==> src/rtl/core/pei_pkg.sv <==
// Shared types, codes and fixed-point helpers for the particle Euler integrator.
// Used by pei_lane, pei_ctrl and particle_euler_integrator; depends on nothing.
package pei_pkg;

  // Item action codes
  typedef enum logic [2:0] {
    ACT_INTEGRATE = 3'd0,
    ACT_ADD_FORCE = 3'd1,
    ACT_CLR_FORCE = 3'd2,
    ACT_LOAD_POS  = 3'd3,
    ACT_LOAD_VEL  = 3'd4
  } act_t;

  // Configuration register indexes
  localparam logic [2:0] CFG_ACCEL_X   = 3'd0;
  localparam logic [2:0] CFG_ACCEL_Y   = 3'd1;
  localparam logic [2:0] CFG_ACCEL_Z   = 3'd2;
  localparam logic [2:0] CFG_INV_MASS  = 3'd3;
  localparam logic [2:0] CFG_TIME_STEP = 3'd4;
  localparam logic [2:0] CFG_DAMPING   = 3'd5;

  localparam logic [31:0] INV_MASS_RST  = 32'd65536;
  localparam logic [15:0] TIME_STEP_RST = 16'd1092;
  localparam logic [16:0] DAMPING_RST   = 17'd65536;

  // Steps of one integration pass through a lane's shared multiplier
  typedef enum logic [2:0] {
    STEP_MUL_VDT = 3'd0,
    STEP_ADD_POS = 3'd1,
    STEP_ACC     = 3'd2,
    STEP_MUL_ADT = 3'd3,
    STEP_ADD_VEL = 3'd4,
    STEP_MUL_DMP = 3'd5,
    STEP_DAMP    = 3'd6
  } step_t;

  typedef enum logic [1:0] {
    ST_IDLE = 2'd0,
    ST_EXEC = 2'd1,
    ST_CALC = 2'd2,
    ST_POST = 2'd3
  } state_t;

  // Controls broadcast from the sequencer to every lane
  typedef struct packed {
    logic  load_pos;
    logic  load_vel;
    logic  add_force;
    logic  clr_force;
    logic  step_en;
    step_t step;
  } lane_ctl_t;

  // Clamp a 49-bit signed value to the signed 32-bit range
  function automatic logic [31:0] sat32(input logic [48:0] x);
    logic fits;
    fits = (&x[48:31]) || !(|x[48:31]);
    if (fits) begin
      return x[31:0];
    end
    return x[48] ? 32'h8000_0000 : 32'h7fff_ffff;
  endfunction

endpackage

==> src/rtl/core/pei_ctrl.sv <==
// Sequencer for the integrator: takes one transaction, drives the lanes
// through the action or the integration steps, then posts the result.
// Depends on pei_pkg for state, step and action codes and the lane controls.
module pei_ctrl (
  input  logic                clk,
  input  logic                rst,
  input  logic                in_accept,
  input  logic [2:0]          action,
  input  logic                skip,
  input  logic                out_free,
  output logic                busy,
  output logic                post,
  output pei_pkg::lane_ctl_t  ctl
);

  pei_pkg::state_t state, state_next;
  pei_pkg::step_t  step, step_next;

  always_ff @(posedge clk) begin
    if (rst) begin
      state <= pei_pkg::ST_IDLE;
      step  <= pei_pkg::STEP_MUL_VDT;
    end else begin
      state <= state_next;
      step  <= step_next;
    end
  end

  // Next state
  always_comb begin
    state_next = state;
    step_next  = step;
    case (state)
      pei_pkg::ST_IDLE: begin
        if (in_accept) begin
          state_next = pei_pkg::ST_EXEC;
        end
      end
      pei_pkg::ST_EXEC: begin
        step_next = pei_pkg::STEP_MUL_VDT;
        if (action == pei_pkg::ACT_INTEGRATE && !skip) begin
          state_next = pei_pkg::ST_CALC;
        end else begin
          state_next = pei_pkg::ST_POST;
        end
      end
      pei_pkg::ST_CALC: begin
        if (step == pei_pkg::STEP_DAMP) begin
          state_next = pei_pkg::ST_POST;
        end else begin
          step_next = pei_pkg::step_t'(step + 3'd1);
        end
      end
      pei_pkg::ST_POST: begin
        if (out_free) begin
          state_next = pei_pkg::ST_IDLE;
        end
      end
      default: state_next = pei_pkg::ST_IDLE;
    endcase
  end

  // Outputs
  always_comb begin
    busy          = (state != pei_pkg::ST_IDLE);
    post          = 1'b0;
    ctl           = '0;
    ctl.step      = step;
    case (state)
      pei_pkg::ST_EXEC: begin
        case (action)
          pei_pkg::ACT_ADD_FORCE: ctl.add_force = 1'b1;
          pei_pkg::ACT_CLR_FORCE: ctl.clr_force = 1'b1;
          pei_pkg::ACT_LOAD_POS:  ctl.load_pos  = 1'b1;
          pei_pkg::ACT_LOAD_VEL:  ctl.load_vel  = 1'b1;
          default: ;
        endcase
      end
      pei_pkg::ST_CALC: ctl.step_en = 1'b1;
      pei_pkg::ST_POST: post = out_free;
      default: ;
    endcase
  end

endmodule
==> config.mk <==
export PLATFORM = sky130hd
export DESIGN_NAME = pei_ctrl
export DESIGN_NICKNAME = d
export VERILOG_FILES = /design/src/rtl/core/pei_pkg.sv /design/src/rtl/core/pei_ctrl.sv
export SDC_FILE = /design/constraint.sdc
export NUM_CORES = 1
export LEC_CHECK = 0
export ABC_CLOCK_PERIOD_IN_PS = 3900
export BUFFER_PORTS_ARGS = -buffer_cell sky130_fd_sc_hd__buf_2
export CORE_AREA = 3 3 40 42
export CTS_CLUSTER_DIAMETER = 40
export DETAILED_ROUTE_END_ITERATION = 6
export DIE_AREA = 0 0 43 45
export HOLD_SLACK_MARGIN = 0.02
export SLEW_MARGIN = 20
export SYNTH_ARGS = -nofsm -noshare
export SYNTH_HDL_FRONTEND = slang
export SYNTH_SLANG_ARGS = --single-unit
==> constraint.sdc <==
create_clock -name clk -period 3.9 [get_ports clk]
set_clock_uncertainty 0.1 [all_clocks]
set_input_delay 0.78 -clock clk [delete_from_list [all_inputs] [get_ports clk]]
set_output_delay 0.78 -clock clk [all_outputs]
set_load 0.01 [all_outputs]
## Word level (Yosys, flattened, before mapping)

Index checks and enable logic that the tools add are counted.

| operators by class | value |
|---|---|
| add/subtract/negate cells | 1 |
| multiply operators | 0 |
| div/mod/pow operators | 0 |
| $lt $le $gt $ge | 0 |
| equality and inequality tests | 12 |
| shift-type cells | 0 |
| muxes and demuxes | 14 |
| bitwise logic cells | 0 |
| reduce and logical (&&, ||, !) cells | 8 |

Operators with widths:

| operator | number |
|---|---|
| inequality test 2 bit (second input constant) | 4 |
| one-hot mux 2 bit (4 select lines) | 1 |
| two-way mux 1 bit | 7 |
| equality test 3 x 2 -> 1 bit (second input constant) | 2 |
| equality test 3 bit (second input constant) | 2 |
| two-way mux 2 bit | 3 |
| one-hot mux 3 bit (2 select lines) | 1 |
| equality test 2 bit (second input constant) | 2 |
| two-way mux 4 bit | 1 |
| nonzero test 2 bit | 2 |
| adder 3 x 1 -> 3 bit (second input constant) | 1 |
| equality test 3 x 1 -> 1 bit (second input constant) | 1 |
| zero test 3 bit | 1 |
| two-way mux 3 bit | 1 |
| AND reduction 3 bit | 1 |
| equality test 2 x 1 -> 1 bit (second input constant) | 1 |
| zero test 2 bit | 1 |
| AND reduction 2 bit | 1 |
| logical AND 1 bit | 1 |
| zero test 1 bit | 1 |

| word-level totals | value |
|---|---|
| bits in registers | 5 |
| latch bits | 0 |
| bits in writable memories | 0 |
| ROM bits | 0 |
| word-level logic and storage cells | 37 |
| memories kept | 0 |

## Logic depth before layout (Yosys ltp)

| depth | value |
|---|---|
| word-level depth | 4 |
| mapped depth | 5 |

## Worst setup path after synthesis

No wires, ideal clock.

| timing | value |
|---|---|
| path kind | input-to-output |
| start | input action[0] |
| end | output ctl[4] (netlist name) |
| arrival time | 1.226 ns |
| required time | 3.020 ns |
| setup slack | 1.794 ns |
| stages on the path | 1 |
| buffers on the path | 0 |
| cells stage by stage | nor4bb_1 |

| between the ends | value |
|---|---|
| cells in the longest elaborated chain, start to end | 3 |

Ends and longest elaborated chain:

| element | line | text |
|---|---|---|
| start: declaration | pei_ctrl.sv:8 | `input logic [2:0] action,` |
| equality test 3 x 2 -> 1 bit | pei_ctrl.sv:71 | `case (action)` |
| two-way mux 1 bit | pei_ctrl.sv:71 |  |
| two-way mux 4 bit | pei_ctrl.sv:69 | `case (state)` |
| end: declaration | pei_ctrl.sv:13 | `output pei_pkg::lane_ctl_t ctl` |

No other way between the ends.

==> out/results.txt <==
Max Fclk = 0.435 GHz
DR WL/cell = 11.2 um
ANT nets after route = 0
Max clock buf depth = 2
met1 Use GR = 0.0918
Synth area leader = dfxtp_1
synthesized cell area = 422 um2
TritonCTS clock tree = done
Fill cells = 138
dpl ws = 1.70 ns
Fin. Hold Viols = 0
Yosys warning total = 0
final worst slack = 1.60 ns
Detailed Route Iter0 Violations = 17
GRT met2 Usage = 0.177
Syn Inst Count = 45
worst-path maximum fanout = 6
synth top area cells = dfxtp_1, ha_1, a21oi_1, nor4bb_1, a21bo_4
Finish-stage setup viols = 0
Relative slew margins = 0.815
Slew @ Worst Pin = 0.275 ns
reg2reg setup slack = 2.41 ns
GRT Residual Overflow = 0
Seq cells post-synth = 5
layout cell share with drive strength beyond 1 = 0.364
area share of the largest cell type after synthesis = 0.237
# resized after CTS = 0
wirelength, routed = 905 um
CTS Sinks = 5
P per Cell Area = 556 mW/mm2
Antenna Cells = 0
core footprint = 0.00128 mm2
drt pass-1 iters = 4
max cap viols = 0
final net count = 82
DP Wirelength = 705 um
total CTS buffers = 3
worst skew pair latency = 0.24 ns
IO Port Bufs = 17
Die H = 45 um
first-pass GRT wire length = 1.45 mm
H-Tree Depth = 1
largest net degree at the start of global routing = 7
critical path type = register to primary output
Power, Total = 0.000307 W
cell count of the worst reg-to-reg path = 5
period utilization = 0.589
min-delay worst type = register to register
clock root buffer = clkbuf_4
Initial Util = 0.328
RSZ-0062 raised after global routing = no
fin util = 0.429
hold bufs inserted after CTS = 0
Hold Crit Start = step[0]$_SDFFE_PP0P_
sequential standard cell area = 100 um2
Avg Vias per Cell = 5.04
status = finished, final reports clean
Final Slew Violations = 0
CP Capture Type = primary output
Lkg Pwr = 0.267 nW
Worst VDD drop = 0.177 mV
number of synthesized flops with an enable pin = 0
met3 track demand over resource = 0.0279
Hold EP = step[0]$_SDFFE_PP0P_
hold path depth = 2
reg2reg start = state[0]$_SDFFE_PP0P_
CTS clk-pin slew, worst paths = 0.05 ns
GR peak layer = met2
Primary FF master, synth = dfxtp_1
boundary pin count = 18
setup bufs post-CTS = 0
Setup TNS = 0 ns
# rows = 13
Die Area = 0.00194 mm2
Hold WS = 0.398 ns
vias in the first global route = 378
GRT Total Usage = 0.100
synthesized area per cell = 9.37 um2
die width = 43 um
initial antenna violation count = 0
Post-synth ARST share = 0
vias = 408
worst r2r dst = state[1]$_SDFFE_PP0P_
area occupied by multi-input gates = 307 um2
register area share after synthesis = 0.237
Setup crit start kind = register
worst path required time = 3.02 ns
area added between synthesis and finish = 30.9%
Syn Nets = 60
Synth cell types = 25
gp weighted congestion = 0.769
Critical Path AT = 1.42 ns
Final Critical Period = 2.30 ns
DRC = 0
==> synth_stat cells (2+ instances only) <==
cell / n
nand3_1: 2
inv_1: 4
nand2_1: 2
nor4bb_1: 2
nand2b_1: 2
a21oi_1: 4
ha_1: 7
dfxtp_1: 5
==> registers in the layout (all words and copies together) (netlist names) <==
signal  flops
state       2
step        3
==> metal layers <==
metal | wire (um) | vias to the layer above
met2 | 448 | 12
li1 | - | 208
met5 | 0 | -
met4 | 29 | 0
met3 | 48 | 4
met1 | 378 | 184
==> worst max-delay path by stage <==
stage,from,endpoint,depth (start not counted)
2_1_floorplan,action[0],ctl[4],1
6_report,state[1]$_SDFFE_PP0P_,ctl[5],4
3_3_place_gp,action[1],ctl[5],3
5_1_grt,state[1]$_SDFFE_PP0P_,ctl[5],4
3_5_place_dp,action[0],ctl[4],3
4_1_cts,state[1]$_SDFFE_PP0P_,ctl[4],4
==> logic make-up (layout without fill, tap and decap cells) <==
logic type	after synthesis	count (layout)	synth area share
compound gates	11	11	0.229
flops	5	5	0.237
buf+inv	4	25	0.0356
fa+ha+maj	7	7	0.208
simple gates	18	18	0.291
==> critical path, stage by stage, from the launching register on <==
cell and delay [ns]:
dfxtp_1 0.34, inv_1 0.13, ha_1 0.27, nor4bb_1 0.28
buf_2 0.17
==> power by group <==
part	internal, W	switching (W)	leakage [nW]
clock	0.0000388	0.0000233	0.0150
combinational	0.0000791	0.0000877	0.211
sequential	0.0000645	0.0000132	0.0408
==> through the flow <==
step / std cells / instance area (um2)
after floorplan: 45 / 422
after detailed placement: 77 / 526
after global placement: 77 / 526
final: 81 / 552
after global routing: 81 / 552
after CTS: 81 / 552
==> area by class of cell <==
cell class | instances | share of cell area
Inverter | 4 | 0.0272
Tap cell | 15 | 0.0340
Timing Repair Buffer | 17 | 0.154
Clock buffer | 4 | 0.0476
Sequential cell | 5 | 0.181
Multi-Input combinational cell | 36 | 0.556
==> layout by cell type (no fill, tap or decap), types with 2 or more instances in the layout <==
cell type / count
clkbuf_4: 3
nand2b_1: 2
inv_1: 4
nand3_1: 2
buf_2: 17
dfxtp_1: 5
nand2_1: 2
a21oi_1: 4
ha_1: 7
nor4bb_1: 2
No activity file was read; power rests on OpenSTA's default activity.
