[src/rtl/core/pei_pkg.sv]
// Shared types, codes and fixed-point helpers for the particle Euler integrator.
// Used by pei_lane, pei_ctrl and particle_euler_integrator; depends on nothing.
package pei_pkg;

  // Item action codes
  typedef enum logic [2:0] {
    ACT_INTEGRATE = 3'd0,
    ACT_ADD_FORCE = 3'd1,
    ACT_CLR_FORCE = 3'd2,
    ACT_LOAD_POS  = 3'd3,
    ACT_LOAD_VEL  = 3'd4
  } act_t;

  // Configuration register indexes
  localparam logic [2:0] CFG_ACCEL_X   = 3'd0;
  localparam logic [2:0] CFG_ACCEL_Y   = 3'd1;
  localparam logic [2:0] CFG_ACCEL_Z   = 3'd2;
  localparam logic [2:0] CFG_INV_MASS  = 3'd3;
  localparam logic [2:0] CFG_TIME_STEP = 3'd4;
  localparam logic [2:0] CFG_DAMPING   = 3'd5;

  localparam logic [31:0] INV_MASS_RST  = 32'd65536;
  localparam logic [15:0] TIME_STEP_RST = 16'd1092;
  localparam logic [16:0] DAMPING_RST   = 17'd65536;

  // Steps of one integration pass through a lane's shared multiplier
  typedef enum logic [2:0] {
    STEP_MUL_VDT = 3'd0,
    STEP_ADD_POS = 3'd1,
    STEP_ACC     = 3'd2,
    STEP_MUL_ADT = 3'd3,
    STEP_ADD_VEL = 3'd4,
    STEP_MUL_DMP = 3'd5,
    STEP_DAMP    = 3'd6
  } step_t;

  typedef enum logic [1:0] {
    ST_IDLE = 2'd0,
    ST_EXEC = 2'd1,
    ST_CALC = 2'd2,
    ST_POST = 2'd3
  } state_t;

  // Controls broadcast from the sequencer to every lane
  typedef struct packed {
    logic  load_pos;
    logic  load_vel;
    logic  add_force;
    logic  clr_force;
    logic  step_en;
    step_t step;
  } lane_ctl_t;

  // Clamp a 49-bit signed value to the signed 32-bit range
  function automatic logic [31:0] sat32(input logic [48:0] x);
    logic fits;
    fits = (&x[48:31]) || !(|x[48:31]);
    if (fits) begin
      return x[31:0];
    end
    return x[48] ? 32'h8000_0000 : 32'h7fff_ffff;
  endfunction

endpackage

[src/rtl/core/pei_lane.sv]
// One axis lane: position, velocity and force state plus a shared multiplier.
// Depends on pei_pkg for the control struct, step codes and saturation.
module pei_lane (
  input  logic                clk,
  input  logic                rst,
  input  pei_pkg::lane_ctl_t  ctl,
  input  logic [31:0]         value,
  input  logic [31:0]         accel,
  input  logic [31:0]         inv_mass,
  input  logic [15:0]         time_step,
  input  logic [16:0]         damping,
  output logic [31:0]         position,
  output logic [31:0]         velocity
);

  logic [31:0] force_sum;
  logic [31:0] tmp;
  logic [63:0] prod;

  logic signed [31:0] mul_a;
  logic        [31:0] mul_b;
  logic signed [32:0] mul_b_s;
  logic signed [65:0] prod_full;
  logic        [47:0] prod_sh;
  logic        [31:0] base;
  logic        [31:0] sum_sat;
  logic        [31:0] force_add;

  // Operand selection for the shared multiplier
  always_comb begin
    mul_a = position;
    mul_b = 32'd0;
    case (ctl.step)
      pei_pkg::STEP_MUL_VDT: begin
        mul_a = velocity;
        mul_b = {16'd0, time_step};
      end
      pei_pkg::STEP_ADD_POS: begin
        mul_a = force_sum;
        mul_b = inv_mass;
      end
      pei_pkg::STEP_MUL_ADT: begin
        mul_a = tmp;
        mul_b = {16'd0, time_step};
      end
      pei_pkg::STEP_MUL_DMP: begin
        mul_a = tmp;
        mul_b = {15'd0, damping};
      end
      default: begin
        mul_a = position;
        mul_b = 32'd0;
      end
    endcase
  end

  assign mul_b_s   = {1'b0, mul_b};
  assign prod_full = mul_a * mul_b_s;

  // Registered product, floor-shifted by 16
  assign prod_sh = prod[63:16];

  always_comb begin
    case (ctl.step)
      pei_pkg::STEP_ADD_POS: base = position;
      pei_pkg::STEP_ACC:     base = accel;
      pei_pkg::STEP_ADD_VEL: base = velocity;
      default:               base = 32'd0;
    endcase
  end

  assign sum_sat   = pei_pkg::sat32({{17{base[31]}}, base} + {prod_sh[47], prod_sh});
  assign force_add = pei_pkg::sat32({{17{force_sum[31]}}, force_sum} + {{17{value[31]}}, value});

  always_ff @(posedge clk) begin
    if (rst) begin
      position  <= 32'd0;
      velocity  <= 32'd0;
      force_sum <= 32'd0;
    end else begin
      if (ctl.load_pos) begin
        position <= value;
      end
      if (ctl.load_vel) begin
        velocity <= value;
      end
      if (ctl.add_force) begin
        force_sum <= force_add;
      end
      if (ctl.clr_force) begin
        force_sum <= 32'd0;
      end
      if (ctl.step_en) begin
        case (ctl.step)
          pei_pkg::STEP_ADD_POS: position <= sum_sat;
          pei_pkg::STEP_DAMP:    velocity <= sum_sat;
          default: ;
        endcase
      end
    end
  end

  // Datapath registers: product and the intermediate acceleration / velocity
  always_ff @(posedge clk) begin
    if (ctl.step_en) begin
      case (ctl.step)
        pei_pkg::STEP_MUL_VDT,
        pei_pkg::STEP_ADD_POS,
        pei_pkg::STEP_MUL_ADT,
        pei_pkg::STEP_MUL_DMP: prod <= prod_full[63:0];
        pei_pkg::STEP_ACC,
        pei_pkg::STEP_ADD_VEL: tmp <= sum_sat;
        default: ;
      endcase
    end
  end

endmodule

[config.mk]
export PLATFORM = sky130hd
export DESIGN_NAME = pei_lane
export DESIGN_NICKNAME = d
export VERILOG_FILES = /design/src/rtl/core/pei_pkg.sv /design/src/rtl/core/pei_lane.sv
export SDC_FILE = /design/constraint.sdc
export NUM_CORES = 2
export LEC_CHECK = 0
export ABC_AREA = 1
export BUFFER_PORTS_ARGS = -buffer_cell sky130_fd_sc_hd__buf_2
export CORE_ASPECT_RATIO = 1.1
export CORE_MARGIN = 8
export CORE_UTILIZATION = 55
export DETAILED_ROUTE_END_ITERATION = 16
export PLACE_DENSITY = 0.73
export SYNTH_ARGS = -nofsm -noshare
export SYNTH_HDL_FRONTEND = slang
export SYNTH_SLANG_ARGS = --single-unit
[constraint.sdc]
create_clock -name clk -period 11.75 [get_ports clk]
set_clock_uncertainty 0.2 [all_clocks]
set_input_delay 0.5875 -clock clk [delete_from_list [all_inputs] [get_ports clk]]
set_output_delay 0.5875 -clock clk [all_outputs]
set_load 0.1 [all_outputs]
## Word level (Yosys, flattened, before mapping)

Index checks and enable logic that the tools add are counted.

- Flip-flop bits (word level): 192
- Logic and storage cells: 47

- Add/subtract/negate cells: 2
- $mul: 1
- Eq/ne operators: 6
- Muxes and demuxes: 17
- Reductions and logical operators: 16

Operator list:

| kind | count |
|---|---|
| 2-to-1 mux 32 bit | 12 |
| case mux 32 bit (3 select lines) | 3 |
| multiplier 32 x 33 -> 64 bit | 1 |
| adder 32 x 48 -> 49 bit | 1 |
| AND reduction 18 bit | 2 |
| OR reduction 18 bit | 2 |
| adder 32 x 32 -> 33 bit | 1 |
| == test 3 bit, second input constant | 3 |
| OR reduction 2 bit | 4 |
| == test 3 x 2 -> 1 bit, second input constant | 2 |
| AND reduction 2 bit | 2 |
| OR reduction 4 bit | 1 |
| == test 3 x 1 -> 1 bit, second input constant | 1 |
| logical NOT 3 bit | 1 |
| logical NOT 1 bit | 2 |
| logical OR 1 bit | 2 |
| 2-to-1 mux 1 bit | 2 |

## Longest topological paths before layout

- Word-level depth: 10
- Depth in mapped cells: 40
- Gate-level depth less buffers: 39

## Worst setup path after synthesis

OpenSTA, ideal clock, no wires.

- Kind: input to register
- Start: input port ctl[2] (netlist bit)
- End: register prod[60], data pin
- Library setup time: 0.252 ns
- Arrival time: 7.996 ns
- Required time: 11.298 ns
- Setup slack: 3.301 ns
- Stages: 34
- Cells stage by stage: nor2_1 > nand2_1 > inv_2 > buf_2 > buf_2 > nand2_1 > inv_1 > clkbuf_1 > buf_1 > nand2_1 > fa_1 > inv_1 > fa_1 > inv_1 > fa_1 > fa_1 > inv_1 > fa_1 > fa_1 > fa_1 > inv_1 > fa_1 > inv_1 > ha_1 > a21oi_1 > inv_1 > a31oi_1 > o21ai_0 > a21oi_1 > nor2_1 > a2111oi_0 > nand2_1 > nand2_1 > nand2_1

- Cells in the longest elaborated chain, start to end: 4
- Elaborated cells between the ends (all ways): 9

RTL lines:

| what | line | source |
|---|---|---|
| start, declared | pei_lane.sv:6 | `input pei_pkg::lane_ctl_t ctl,` |
| == test 3 x 2 -> 1 bit, or another cell as far along | pei_lane.sv:33 | `case (ctl.step)` |
| OR reduction 2 bit (no line) | - |  |
| case mux 32 bit (3 select lines) | pei_lane.sv:33 |  |
| multiplier 32 x 33 -> 64 bit * | pei_lane.sv:58 | `assign prod_full = mul_a * mul_b_s;` |
| net prod_full[60] | pei_lane.sv:23 | `logic signed [65:0] prod_full;` |
| end signal, assigned | pei_lane.sv:110 | `pei_pkg::STEP_MUL_DMP: prod <= prod_full[63:0];` |
| end, declared | pei_lane.sv:18 | `logic [63:0] prod;` |

The timed path passes the listed nets; every way through them passes the cells marked *.
A chain may end at the register's enable or synchronous reset.

## Worst setup path after layout

- Start: input port ctl[1] (netlist bit)
- End: register prod[26], data pin

The elaborated chain is that of the path after synthesis.

==> run metrics <==
Static Leakage=31.3 nW; max-cap viol count=0; count of distinct cell types in the synthesized netlist=52; global-route wire length before repair=about 270 mm; clock latency reported for the late side of the worst-skew pair=460 ps; most frequent cell on the critical path=sky130_fd_sc_hd__inv_1; cell area after technology mapping=0.0497 mm2; First DRT Iteration DRCs=~4800; Sw Share=between 50 and 60%; combinational share of power=between 70% and 80%; FMAX=between 90 and 100 MHz; power spent charging and discharging nets=about 0.0044 W; unrepaired setup endpoints after global routing=no; detailed placer's ending HPWL=148 mm; arrival time of data at the critical path endpoint=10280 ps; cell with the biggest individual delay on the critical path=sky130_fd_sc_hd__nand2_1; mean instance size in the synthesized netlist=slightly above 7 um2; grt ovf=0; clock period minus worst slack=just over 10000 ps; synthesized instance count=about 6900; most common cell after layout, fill and taps aside=sky130_fd_sc_hd__nand2_1; run status=finished clean; Die Wd=~300 um; Synth Net Count=8314; Final TNS setup=0 ps; final WL=182 mm; worst vdd ir=~0.14 mV; fraction of layout instances using a drive strength above 1=between 5 and 6%; root cell of the clock tree=sky130_fd_sc_hd__clkbuf_16; worst setup slack after placement=1330 ps; Initial Utilization=55.5%; Inserted Clock Buffers=17; internal cell power=0.00308 W; post-synthesis sequential element count=176; number of pins exceeding their max-slew limit in the final report=0; Relative slew margins=14.3%; Resized Gates After CTS=0; DR vias=45600; Port Buf Inserts=about 200; highest-count cells in the layout ignoring fill and taps=sky130_fd_sc_hd__nand2_1, sky130_fd_sc_hd__inv_1, sky130_fd_sc_hd__fa_1; register area share after synthesis=under 10%; startpoint type of the worst setup path=input pin; period utilisation layout=between 80% and 90%; setup slack after layout=1450 ps; Reg power frac=12.7%; length of the first detailed-routing pass in iterations=8; Post-synth ARST share=0%; worst hold margin=364 ps; total setup buffers inserted after CTS=0; count of flip-flops with a built-in enable after synthesis=80; power density cells=about 140 mW/mm2; Placeable Area=around 0.089 mm2; remaining antenna violation count=0; Top Ports=203; GRT Util Overall=a little over a third; vias in the first global route=46300; clock sinks=about 180; Yosys Warn Count=0; Final nets=between 8000 and 9000; top fanout value on the critical path=18; Area Overhead vs Synth=5.98%; maximum number of pins on one net before global-route repair=94; Wirelength per Cell=between 20 and 25 um; deepest level of the CTS H-tree=4; highest cell delay on the worst timing path=770 ps; height of the chip=around 330 um; Hold Buf Count CTS=0; clock-pin slew on the worst setup and hold paths=70 ps; num rows=approximately 120; slew at the pin closest to its max-slew limit=~1300 ps; drt via density=between 5 and 6; final setup violation count=0; power share of the clock group=approximately 7.9%; TritonCTS clock tree=yes; Longest Clk Path Bufs=2; type of the tightest min-delay check=flop to flop; data required time at the worst endpoint=approximately 12000 ps; hold violation total from the final report=0; category of the critical setup timing path=input pin to flop; number of design rule violations left after detail routing=0; number of antenna violations at the first check in global routing=11; sort of element at the end of the critical path=flop; Most used DFF post-synth=sky130_fd_sc_hd__dfxtp_1; total die area=0.100 mm2; last weighted congestion value of the routability-driven placer=around 1.1
-- state kept, by name, indices dropped and copies added, names as in the netlist --
signal and flops:
velocity 32, prod 48, position 32, tmp 32, force_sum 32
-- stage by stage --
| stage | utilization, % | power [W] | cell area, um2 | cells |
|---|---|---|---|---|
| 2_1_floorplan | - | 0.00468 | 49700 | 6910 |
| 3_3_place_gp | 58.1 | 0.00669 | 52000 | 8113 |
| 3_5_place_dp | 58.1 | 0.00675 | 52000 | 8113 |
| 4_1_cts | 58.8 | 0.00736 | 52600 | 8145 |
| 5_1_grt | 58.8 | 0.00801 | 52600 | 8147 |
| 6_report | 58.8 | 0.00751 | 52600 | 8152 |
-- Yosys cell counts (28+ instances only) --
| cell | count | area, um2 |
|---|---|---|
| sky130_fd_sc_hd__ha_1 | 367 | 4590 |
| sky130_fd_sc_hd__nand2_1 | 1938 | 7270 |
| sky130_fd_sc_hd__nand3_1 | 152 | 761 |
| sky130_fd_sc_hd__clkbuf_1 | 224 | 841 |
| sky130_fd_sc_hd__xnor2_1 | 30 | 263 |
| sky130_fd_sc_hd__xor2_1 | 69 | 604 |
| sky130_fd_sc_hd__fa_1 | 898 | 18000 |
| sky130_fd_sc_hd__inv_1 | 1926 | 7230 |
| sky130_fd_sc_hd__a21oi_1 | 321 | 1610 |
| sky130_fd_sc_hd__nor2_1 | 328 | 1230 |
| sky130_fd_sc_hd__o21ai_0 | 159 | 796 |
| sky130_fd_sc_hd__o221ai_1 | 28 | 245 |
| sky130_fd_sc_hd__edfxtp_1 | 80 | 2400 |
| sky130_fd_sc_hd__dfxtp_1 | 96 | 1920 |
-- metal layers --
| metal | GRT usage (%) | part of all wire (%) | up-vias |
|---|---|---|---|
| met5 | 0 | 0.0093 | - |
| met4 | 24.7 | 8.3 | 2 |
| met3 | 6.86 | 11 | 710 |
| met2 | 58.2 | 45 | 2923 |
| met1 | 44.4 | 36 | 21700 |
| li1 | - | - | 20200 |
-- cell type report --
cell class / count / area, um2
Antenna cell: 7 / 17.5
Clock inverter: 11 / 123
Tap cell: 1170 / 1460
Clock buffer: 21 / 462
Fill cell: 8474 / 36900
Inverter: 1954 / 7330
Timing Repair Buffer: 300 / 1770
Sequential cell: 176 / 4320
Multi-Input combinational cell: 4513 / 37100
-- logic make-up after synthesis --
kind of cell    Yosys count  synth area share (%)
compound gates          641                  7.33
xor+xnor                 99                  1.75
mux                      11                 0.222
fa+ha+maj              1265                  45.5
flops                   176                  8.71
simple gates           2497                  19.6
buf+inv                2221                  16.9
-- worst paths after layout --
kind                             start                   endpoint  slack, ps  cells past startpoint
max                             ctl[1]         prod[26]$_DFFE_PP_       1450                     32
min          force_sum[2]$_SDFFE_PP0P_  force_sum[2]$_SDFFE_PP0P_        360                      2
max reg2reg     velocity[0]$_SDFF_PP0_         prod[26]$_DFFE_PP_       2440                     27
min reg2reg  force_sum[2]$_SDFFE_PP0P_  force_sum[2]$_SDFFE_PP0P_        360                      2
-- critical path, delay by kind of cell --
family | cells | cell delay (ps)
buf+inv | 11 | 1590
fa+ha+maj | 9 | 4310
xor+xnor | 1 | 490
compound gates | 3 | 1160
simple gates | 8 | 2140
-- power groups by stage --
stage	logic (W)	clock network [W]	registers (W)
final	0.00596	0.000590	0.000956
after global routing	0.00645	0.000609	0.000955
after CTS	0.00582	0.000588	0.000949
after detailed placement	0.00579	0	0.000962
after global placement	0.00573	0	0.000961
after floorplan	0.00366	0	0.00102
Note: power is estimated with default switching activity, not from simulation.
